$ cat config.mk
export PLATFORM = sky130hd
export DESIGN_NAME = hex_dump_formatter_core
export DESIGN_NICKNAME = d
export VERILOG_FILES = /design/src/sv/hdf_pkg.sv /design/src/sv/hdf_front.sv /design/src/sv/hdf_cmd_fifo.sv /design/src/sv/hdf_back.sv /design/src/sv/hex_dump_formatter_core.sv
export SDC_FILE = /design/constraint.sdc
export NUM_CORES = 1
export LEC_CHECK = 0
export BUFFER_PORTS_ARGS = -buffer_cell sky130_fd_sc_hd__buf_2
export CAP_MARGIN = 20
export CORE_MARGIN = 3
export CORE_UTILIZATION = 65
export DETAILED_ROUTE_END_ITERATION = 12
export HOLD_SLACK_MARGIN = 0.15
export PLACE_DENSITY = 0.88
export SLEW_MARGIN = 20
export SYNTH_ARGS = -nofsm -noshare
export SYNTH_HDL_FRONTEND = slang
export SYNTH_SLANG_ARGS = --single-unit
$ cat constraint.sdc
create_clock -name i_clk -period 4.01 [get_ports i_clk]
set_clock_uncertainty 0.2 [all_clocks]
set_input_delay 0.802 -clock i_clk [delete_from_list [all_inputs] [get_ports i_clk]]
set_output_delay 0.802 -clock i_clk [all_outputs]
set_load 0.01 [all_outputs]
$ cat src/sv/hdf_pkg.sv
package hdf_pkg;

    // dump length limit in bytes
    localparam int MAX_BYTES  = 4095;
    localparam int POS_W      = $clog2(MAX_BYTES + 1);
    localparam int LINE_BYTES = 16;
    localparam int HALF_BYTES = 8;
    localparam int PREFIX_LEN = 8;
    localparam int SUB_W      = $clog2(PREFIX_LEN);

    function automatic int dec_digits(input int v);
        int n;
        int x;
        n = 1;
        x = v;
        while (x >= 10) begin
            x = x / 10;
            n = n + 1;
        end
        return n;
    endfunction

    localparam int MAX_LINE    = MAX_BYTES / LINE_BYTES;
    localparam int LINE_DIGITS = dec_digits(MAX_LINE);
    localparam int DIG_IDX_W   = (LINE_DIGITS > 1) ? $clog2(LINE_DIGITS) : 1;
    localparam int NDIG_W      = $clog2(LINE_DIGITS + 1);

    // command queue between front and back
    localparam int CMD_DEPTH = 2;
    localparam int CPTR_W    = (CMD_DEPTH > 1) ? $clog2(CMD_DEPTH) : 1;

    localparam logic [7:0] CH_NUL      = 8'h00;
    localparam logic [7:0] CH_NL       = 8'h0A;
    localparam logic [7:0] CH_SP       = 8'h20;
    localparam logic [7:0] CH_DOT      = 8'h2E;
    localparam logic [7:0] CH_ZERO     = 8'd48;
    localparam logic [7:0] HEX_UC_OFF  = 8'd55;
    localparam logic [7:0] HEX_LC_OFF  = 8'd87;

    typedef struct packed {
        logic [7:0] data_byte;
        logic       is_last;
    } t_in;

    typedef struct packed {
        logic [7:0] out_char;
        logic       end_of_run;
        logic       too_long;
    } t_out;

    typedef struct packed {
        logic                             err;
        logic                             nl;
        logic                             pre;
        logic                             gap;
        logic                             last;
        logic [7:0]                       data_byte;
        logic [LINE_DIGITS-1:0][3:0]      line_bcd;
        logic [NDIG_W-1:0]                ndig;
    } t_cmd;

    typedef enum logic [3:0] {
        PH_IDLE,
        PH_NL,
        PH_PRE,
        PH_GAP,
        PH_HI,
        PH_LO,
        PH_SP,
        PH_EOL,
        PH_TERM,
        PH_ERR
    } t_phase;

    function automatic logic [7:0] hex_char(input logic [3:0] nib, input logic lower);
        logic [7:0] v;
        v = {4'd0, nib};
        if (nib <= 4'd9) begin
            return v + CH_ZERO;
        end
        return v + (lower ? HEX_LC_OFF : HEX_UC_OFF);
    endfunction

endpackage

$ cat src/sv/hdf_front.sv
module hdf_front (
    input  logic          i_clk,
    input  logic          i_rst_n,
    input  logic          i_push,
    input  hdf_pkg::t_in  i_in,
    input  logic          i_cmd_full,
    output logic          o_full,
    output logic          o_cmd_push,
    output hdf_pkg::t_cmd o_cmd
);
    import hdf_pkg::*;

    logic [POS_W-1:0]            r_pos, n_pos;
    logic [LINE_DIGITS-1:0][3:0] r_bcd, n_bcd;
    logic [LINE_DIGITS-1:0][3:0] w_bcd_inc;
    logic                        w_acc;
    logic                        w_err;
    logic [3:0]                  w_col;

    assign o_full     = i_cmd_full;
    assign w_acc      = i_push && !i_cmd_full;
    assign o_cmd_push = w_acc;
    assign w_err      = r_pos >= POS_W'(MAX_BYTES);
    assign w_col      = r_pos[3:0];

    // decimal line counter, +1 with ripple carry
    always_comb begin
        logic carry;
        carry = 1'b1;
        for (int i = 0; i < LINE_DIGITS; i++) begin
            if (carry && r_bcd[i] == 4'd9) begin
                w_bcd_inc[i] = 4'd0;
            end else begin
                w_bcd_inc[i] = r_bcd[i] + {3'd0, carry};
                carry        = 1'b0;
            end
        end
    end

    always_comb begin
        o_cmd           = '0;
        o_cmd.err       = w_err;
        o_cmd.pre       = (w_col == 4'd0);
        o_cmd.nl        = (w_col == 4'd0) && (r_pos != '0);
        o_cmd.gap       = (w_col == 4'(HALF_BYTES));
        o_cmd.last      = i_in.is_last;
        o_cmd.data_byte = i_in.data_byte;
        o_cmd.line_bcd  = r_bcd;
        o_cmd.ndig      = NDIG_W'(1);
        for (int i = 1; i < LINE_DIGITS; i++) begin
            if (r_bcd[i] != 4'd0) begin
                o_cmd.ndig = NDIG_W'(i + 1);
            end
        end
    end

    always_comb begin
        n_pos = r_pos;
        n_bcd = r_bcd;
        if (w_acc) begin
            if (i_in.is_last) begin
                n_pos = '0;
                n_bcd = '0;
            end else if (!w_err) begin
                n_pos = r_pos + POS_W'(1);
                if (w_col == 4'(LINE_BYTES - 1)) begin
                    n_bcd = w_bcd_inc;
                end
            end
        end
    end

    always_ff @(posedge i_clk) begin
        if (!i_rst_n) begin
            r_pos <= '0;
            r_bcd <= '0;
        end else begin
            r_pos <= n_pos;
            r_bcd <= n_bcd;
        end
    end

endmodule

$ cat src/sv/hdf_cmd_fifo.sv
module hdf_cmd_fifo (
    input  logic          i_clk,
    input  logic          i_rst_n,
    input  logic          i_push,
    input  hdf_pkg::t_cmd i_data,
    output logic          o_full,
    input  logic          i_pop,
    output hdf_pkg::t_cmd o_data,
    output logic          o_empty
);
    import hdf_pkg::*;

    t_cmd                r_mem [CMD_DEPTH];
    logic [CPTR_W-1:0]   r_wr_ptr, r_rd_ptr;
    logic [CPTR_W:0]     r_count;
    logic                w_wr, w_rd;

    assign o_full  = (r_count == (CPTR_W + 1)'(CMD_DEPTH));
    assign o_empty = (r_count == '0);
    assign w_wr    = i_push && !o_full;
    assign w_rd    = i_pop && !o_empty;
    assign o_data  = r_mem[r_rd_ptr];

    always_ff @(posedge i_clk) begin
        if (w_wr) begin
            r_mem[r_wr_ptr] <= i_data;
        end
    end

    always_ff @(posedge i_clk) begin
        if (!i_rst_n) begin
            r_wr_ptr <= '0;
            r_rd_ptr <= '0;
            r_count  <= '0;
        end else begin
            if (w_wr) begin
                r_wr_ptr <= r_wr_ptr + CPTR_W'(1);
            end
            if (w_rd) begin
                r_rd_ptr <= r_rd_ptr + CPTR_W'(1);
            end
            if (w_wr && !w_rd) begin
                r_count <= r_count + (CPTR_W + 1)'(1);
            end else if (w_rd && !w_wr) begin
                r_count <= r_count - (CPTR_W + 1)'(1);
            end
        end
    end

endmodule

$ cat src/sv/hdf_back.sv
module hdf_back (
    input  logic          i_clk,
    input  logic          i_rst_n,
    input  logic          i_lowercase,
    input  hdf_pkg::t_cmd i_cmd,
    input  logic          i_cmd_empty,
    output logic          o_cmd_pop,
    output hdf_pkg::t_out o_out,
    output logic          o_empty,
    input  logic          i_pop
);
    import hdf_pkg::*;

    t_phase           r_phase, n_phase;
    logic [SUB_W-1:0] r_sub, n_sub;
    t_cmd             r_cmd, n_cmd;
    t_out             r_out, n_out;
    logic             r_out_valid, n_out_valid;

    t_out             w_char;
    logic             w_final;
    t_phase           w_step_phase;
    logic [SUB_W-1:0] w_step_sub;
    logic [3:0]       w_didx;
    logic             w_adv;

    function automatic t_phase start_phase(input t_cmd c);
        if (c.err) begin
            return PH_ERR;
        end
        if (c.nl) begin
            return PH_NL;
        end
        if (c.pre) begin
            return PH_PRE;
        end
        if (c.gap) begin
            return PH_GAP;
        end
        return PH_HI;
    endfunction

    assign w_adv   = !r_out_valid || i_pop;
    assign w_didx  = 4'(r_cmd.ndig) - 4'd1 - 4'(r_sub);
    assign o_out   = r_out;
    assign o_empty = !r_out_valid;

    // character for the current phase
    always_comb begin
        w_char       = '0;
        w_final      = 1'b0;
        w_step_phase = r_phase;
        w_step_sub   = '0;
        case (r_phase)
            PH_NL: begin
                w_char.out_char = CH_NL;
                w_step_phase    = PH_PRE;
            end
            PH_PRE: begin
                if (4'(r_sub) < 4'(r_cmd.ndig)) begin
                    w_char.out_char = CH_ZERO
                        + {4'd0, r_cmd.line_bcd[w_didx[DIG_IDX_W-1:0]]};
                end else if (4'(r_sub) == 4'(r_cmd.ndig)) begin
                    w_char.out_char = CH_DOT;
                end else begin
                    w_char.out_char = CH_SP;
                end
                if (r_sub == SUB_W'(PREFIX_LEN - 1)) begin
                    w_step_phase = PH_HI;
                end else begin
                    w_step_sub = r_sub + SUB_W'(1);
                end
            end
            PH_GAP: begin
                w_char.out_char = CH_SP;
                if (r_sub == SUB_W'(1)) begin
                    w_step_phase = PH_HI;
                end else begin
                    w_step_sub = r_sub + SUB_W'(1);
                end
            end
            PH_HI: begin
                w_char.out_char = hex_char(r_cmd.data_byte[7:4], i_lowercase);
                w_step_phase    = PH_LO;
            end
            PH_LO: begin
                w_char.out_char = hex_char(r_cmd.data_byte[3:0], i_lowercase);
                w_step_phase    = PH_SP;
            end
            PH_SP: begin
                w_char.out_char   = CH_SP;
                w_final           = !r_cmd.last;
                w_char.end_of_run = !r_cmd.last;
                w_step_phase      = PH_EOL;
            end
            PH_EOL: begin
                w_char.out_char = CH_NL;
                w_step_phase    = PH_TERM;
            end
            PH_TERM: begin
                w_char.out_char   = CH_NUL;
                w_char.end_of_run = 1'b1;
                w_final           = 1'b1;
            end
            PH_ERR: begin
                w_char.out_char   = CH_NUL;
                w_char.end_of_run = 1'b1;
                w_char.too_long   = 1'b1;
                w_final           = 1'b1;
            end
            default: begin
                w_char = '0;
            end
        endcase
    end

    always_comb begin
        n_phase     = r_phase;
        n_sub       = r_sub;
        n_cmd       = r_cmd;
        n_out       = r_out;
        n_out_valid = r_out_valid;
        o_cmd_pop   = 1'b0;
        if (r_phase == PH_IDLE) begin
            if (i_pop) begin
                n_out_valid = 1'b0;
            end
            if (!i_cmd_empty) begin
                n_cmd     = i_cmd;
                n_phase   = start_phase(i_cmd);
                n_sub     = '0;
                o_cmd_pop = 1'b1;
            end
        end else if (w_adv) begin
            n_out       = w_char;
            n_out_valid = 1'b1;
            if (w_final) begin
                // chain straight into the next command, no bubble
                if (!i_cmd_empty) begin
                    n_cmd     = i_cmd;
                    n_phase   = start_phase(i_cmd);
                    n_sub     = '0;
                    o_cmd_pop = 1'b1;
                end else begin
                    n_phase = PH_IDLE;
                end
            end else begin
                n_phase = w_step_phase;
                n_sub   = w_step_sub;
            end
        end
    end

    always_ff @(posedge i_clk) begin
        if (!i_rst_n) begin
            r_phase     <= PH_IDLE;
            r_out_valid <= 1'b0;
        end else begin
            r_phase     <= n_phase;
            r_out_valid <= n_out_valid;
        end
    end

    always_ff @(posedge i_clk) begin
        r_sub <= n_sub;
        r_cmd <= n_cmd;
        r_out <= n_out;
    end

endmodule

$ cat src/sv/hex_dump_formatter_core.sv
// Streaming hex dump: bytes go in through a queue-style port (push/full) and
// ASCII characters come out one per beat (empty/pop), 16 bytes per line, each
// line opened by an 8-character decimal line-number prefix, a double space
// before the second half, and a newline plus zero terminator after the byte
// flagged is_last. Bytes past MAX_BYTES in one dump give a single too_long
// beat instead of text. A byte makes 3 characters in the usual case, 5 at
// the half-line gap, 11 or 12 at a line start, plus 2 for the closing
// newline and terminator; the one-character-per-cycle output register holds
// its character while pop is low. The front takes a byte every cycle into
// a two-entry command queue, so the input only stalls once that queue is
// full, and the back moves from one queued command to the next without going idle.
module hex_dump_formatter_core (
    input  logic          i_clk,
    input  logic          i_rst_n,
    // byte input
    input  logic          push,
    output logic          full,
    input  hdf_pkg::t_in  i_in,
    // character output
    output logic          empty,
    input  logic          pop,
    output hdf_pkg::t_out o_out,
    // lowercase_hex register
    input  logic          i_cfg_we,
    input  logic          i_cfg_wdata
);
    import hdf_pkg::*;

    logic r_lowercase;

    // front -> queue
    logic w_cmd_push;
    t_cmd w_cmd_in;
    logic w_cmd_full;
    // queue -> back
    t_cmd w_cmd_out;
    logic w_cmd_empty;
    logic w_cmd_pop;

    // the user changes the register only while idle (not enforced here); the back reads it live
    always_ff @(posedge i_clk) begin
        if (!i_rst_n) begin
            r_lowercase <= 1'b0;
        end else if (i_cfg_we) begin
            r_lowercase <= i_cfg_wdata;
        end
    end

    // classify each byte: error, newline, prefix, half gap, last
    hdf_front u_front (
        .i_clk      (i_clk),
        .i_rst_n    (i_rst_n),
        .i_push     (push),
        .i_in       (i_in),
        .i_cmd_full (w_cmd_full),
        .o_full     (full),
        .o_cmd_push (w_cmd_push),
        .o_cmd      (w_cmd_in)
    );

    // decouples byte intake from character output
    hdf_cmd_fifo u_cmd_fifo (
        .i_clk   (i_clk),
        .i_rst_n (i_rst_n),
        .i_push  (w_cmd_push),
        .i_data  (w_cmd_in),
        .o_full  (w_cmd_full),
        .i_pop   (w_cmd_pop),
        .o_data  (w_cmd_out),
        .o_empty (w_cmd_empty)
    );

    // one character per beat from the output register
    hdf_back u_back (
        .i_clk       (i_clk),
        .i_rst_n     (i_rst_n),
        .i_lowercase (r_lowercase),
        .i_cmd       (w_cmd_out),
        .i_cmd_empty (w_cmd_empty),
        .o_cmd_pop   (w_cmd_pop),
        .o_out       (o_out),
        .o_empty     (empty),
        .i_pop       (pop)
    );

endmodule

==> metrics list <==
- 1st-pass router iterations: 5
- Final Max Slew Viols: 0
- Level count of the clock H-tree: 4
* End of the worst hold path: u_cmd_fifo.r_mem[0][16]
- Outcome: completed
* Core area: 8380 um2
- Area growth from synthesis to final layout: 13.7%
* Initial core utilization: 0.683
- First DRT Iteration DRCs: 264
- The final hold violation count came to 0.
- The worst-case IR drop observed on VDD is 0.000364 V.
* Crit path launch type: flop
- The detail route stage leaves a number of antenna-violating nets equal to 0.
* Largest net degree at the start of global routing: 28
* Number of standard cells in the final layout excluding fillers: 631
- For this run, the total global-route usage over all layers was measured as 0.236.
- Of the available clock period, the critical path in the final layout requires 0.700.
- Num ports: 27
- In this run the mean area of a mapped cell was 11.8 um2.
- Weighted congestion at the end of routability-driven global placement: 0.886
- The via count of the first global-routing pass was 3836.
- Register-to-register setup slack: 1.20 ns
* Finished Core Util: 0.776
- Clk buf depth: 2
- Wire length of the first global-routing pass: 18.3 mm
- The biggest area contributor in the post-synthesis netlist is sky130_fd_sc_hd__edfxtp_1.
- The wire-length estimate of the detail-placed layout is 6.91 mm.
* Post-synthesis register bit count: 124
- The number of nets in the synthesized netlist is 519.
* Number of buffers added for setup after CTS: 0
* Post-synthesis sequential area ratio: 0.589
- The die covers 9970 um2.
* Vias: 3914
- R2r worst-path depth: 6
* Reg-to-reg critical path endpoint: u_back.o_out[5]
- The clock drives 124 sinks.
- For the pin with the worst max-slew slack, the measured transition is 0.885 ns.
- The worst register-to-register path begins at u_back.r_sub[1].
- Worst Path Arrival: 2.85 ns
* Clock slew at reported path FFs: 0.06 ns
- Timing would allow up to 356 MHz.
- The critical path is of the flop to flop type.
- Worst hold path type: input port to flop
* Unrepaired setup endpoints after global routing: false
- Clock insertion delay at the later pin of the skew report: 0.52 ns
- Worst Hold Slack: 0.272 ns
- After filler insertion, the fill cell instance count of the layout stands at 497.
- Dividing the detail-routed wire length by the instance count gives 17.4 um.
- Post-CTS Hold Buffers: 0
- Summed negative setup slack over all endpoints: 0 ns
* Antenna Cells: 0
- Using the TritonRoute via totals, the vias-per-cell ratio works out to 6.20.
* Worst Hold Path Cells: 1
- In the synthesized netlist the dominant register cell turns out to be sky130_fd_sc_hd__edfxtp_1.
* Number of core rows: 33
* Synth Cell Area: 5720 um2
- Headroom to the max-slew limit came out at 0.406.
- After detailed routing, the number of remaining DRC violations is 0.
- Ratio of cells with drive above 1 in the final layout: 0.181
- In this run the power density over the cells is 690 nW/um2.
- For this design the static power due to leakage is 2.45 nW.
* Yosys top cell area share: 0.467
- Data on the critical path is required at its endpoint by 4.05 ns.
- Count of unique library cells instantiated by Yosys: 70
- Of all flip-flops after synthesis, the portion carrying an async set or reset was 0.
- Critical Path End Type: flop
- After layout, the minimum clock period comes to 2.81 ns.
* Library cell used as clock root buffer: sky130_fd_sc_hd__clkbuf_8
* Cts bufs inserted: 17
- Chip Height: 99.8 um
- TritonCTS built the clock tree.
* Number of enable-type register cells in the synthesized netlist: 89
- Counting every instance in the synthesized netlist gives 485.
- Final nets: 547
* Dominant cells by area after synthesis: sky130_fd_sc_hd__edfxtp_1 (47%), sky130_fd_sc_hd__dfxtp_1 (12%), sky130_fd_sc_hd__mux2_2 (4.7%)
- Gates resized during post-CTS repair numbered 0.
* Total length of routed wires: 11.0 mm
- Setup-failing EPs final: 0
* Width of the chip: 99.8 um
* Max_cap viols: 0
- The number of placed instances, taps included, is 599.
- Post-route total power: 4.49 mW
- Sum of overflow across all layers after global routing: 0
- During placement, the flow inserted port buffers numbering 25.
* Antenna violations before repair: 0
* Count of yosys warnings during synthesis: 0
* Crit Path Max Fanout: 8
- Source of the worst hold timing path: i_in[3]
==> layer usage <==
| layer | part of all wire | up-vias | GRT usage |
|---|---|---|---|
| met5 | 0 | - | 0 |
| met4 | 0.027 | 0 | 0.123 |
| met3 | 0.055 | 29 | 0.0535 |
| met2 | 0.51 | 164 | 0.397 |
| met1 | 0.41 | 1862 | 0.286 |
| li1 | - | 1859 | - |
==> placed cells by master (no fill, tap or decap), drive strengths merged, types with 7 or more instances in the layout <==
cell	n
clkbuf	17
mux2	24
dfxtp	35
xnor2	7
mux2i	9
nand3	27
o21ai	21
xor2	11
nand2	35
edfxtp	89
a21oi	14
nor3	17
buf	28
ha	19
inv	32
nor2	45
==> synthesized netlist by cell type (3+ instances only) <==
cell type	number
sky130_fd_sc_hd__a21o_1	3
sky130_fd_sc_hd__a21oi_1	14
sky130_fd_sc_hd__buf_2	3
sky130_fd_sc_hd__buf_6	3
sky130_fd_sc_hd__clkbuf_1	10
sky130_fd_sc_hd__dfxtp_1	35
sky130_fd_sc_hd__edfxtp_1	89
sky130_fd_sc_hd__ha_1	19
sky130_fd_sc_hd__inv_1	26
sky130_fd_sc_hd__mux2_2	24
sky130_fd_sc_hd__mux2i_1	9
sky130_fd_sc_hd__nand2_1	35
sky130_fd_sc_hd__nand2b_1	4
sky130_fd_sc_hd__nand3_1	27
sky130_fd_sc_hd__nand3b_1	3
sky130_fd_sc_hd__nand4_1	5
sky130_fd_sc_hd__nand4b_1	4
sky130_fd_sc_hd__nor2_1	44
sky130_fd_sc_hd__nor2b_1	3
sky130_fd_sc_hd__nor3_1	17
sky130_fd_sc_hd__nor4_1	5
sky130_fd_sc_hd__o211ai_1	3
sky130_fd_sc_hd__o21ai_0	18
sky130_fd_sc_hd__o221ai_1	3
sky130_fd_sc_hd__o22ai_1	4
sky130_fd_sc_hd__xnor2_1	7
sky130_fd_sc_hd__xor2_1	11
==> layout make-up <==
cell class | count | area [um2] | area share
clock buffers | 17 | 414 | 0.0637
clock inverters | 15 | 188 | 0.0289
inverters | 29 | 109 | 0.0167
multi-input cells | 313 | 2140 | 0.329
flip-flops and latches | 124 | 3370 | 0.519
well taps | 105 | 131 | 0.0202
repair buffers | 28 | 148 | 0.0227
==> worst max-delay path, stage by stage, from the launching register on <==
cell and delay (ns):
sky130_fd_sc_hd__edfxtp_1 0.48, sky130_fd_sc_hd__ha_1 0.37, sky130_fd_sc_hd__xnor2_1 0.72, sky130_fd_sc_hd__mux2i_1 0.28, sky130_fd_sc_hd__o21ai_0 0.11, sky130_fd_sc_hd__o21ai_0 0.25, sky130_fd_sc_hd__nand4_1 0.13
==> cells by family (layout without fill, tap and decap cells) <==
| group | after synthesis | in the layout | synth area share |
|---|---|---|---|
| XOR/XNOR | 18 | 18 | 0.0275 |
| multiplexers | 33 | 33 | 0.0630 |
| other | 1 | 1 | 0.000655 |
| adder cells (fa/ha/maj) | 19 | 19 | 0.0415 |
| AND/OR/NAND/NOR | 167 | 167 | 0.149 |
| AO/OA/AOI/OAI | 75 | 75 | 0.0920 |
| buffers and inverters | 48 | 89 | 0.0367 |
| flip-flops | 124 | 124 | 0.589 |
==> worst max path at each step <==
stage / start / endpoint / slack (ns) / cells past startpoint
6_report: u_back.r_sub[1] / u_back.o_out[5] / 1.20 / 6
3_5_place_dp: pop / u_back.r_cmd[14] / 1.36 / 6
4_1_cts: u_back.r_sub[1] / u_back.o_out[5] / 1.21 / 6
2_1_floorplan: push / u_cmd_fifo.r_mem[0][0] / 1.38 / 2
3_3_place_gp: pop / u_back.r_cmd[14] / 1.40 / 6
5_1_grt: u_back.r_sub[1] / u_back.o_out[5] / 0.96 / 6
==> through the flow <==
step	setup slack [ns]	area, um2
2_1_floorplan	1.38	5720
3_3_place_gp	1.40	5900
3_5_place_dp	1.36	5900
4_1_cts	1.21	6500
5_1_grt	0.960	6500
6_report	1.20	6500
==> where the power goes <==
| part | leakage (nW) | internal, mW | switching (mW) | total [mW] |
|---|---|---|---|---|
| sequential | 1.13 | 1.73 | 0.164 | 1.89 |
| combinational | 1.04 | 0.414 | 0.646 | 1.06 |
| clock | 0.286 | 0.957 | 0.582 | 1.54 |
| total | 2.45 | 3.10 | 1.39 | 4.49 |
==> sequential cells by signal, indices dropped and copies added, names as in the netlist, named ones only <==
name                 cells
r_lowercase              1
u_back.o_out             9
u_back.r_cmd            23
u_back.r_out_valid       1
u_back.r_phase           4
u_back.r_sub             3
u_cmd_fifo.r_count       2
u_cmd_fifo.r_mem        54
u_cmd_fifo.r_rd_ptr      1
u_cmd_fifo.r_wr_ptr      1
u_front.o_cmd           12
u_front.r_pos           12
(Power assumes the default switching activity.)
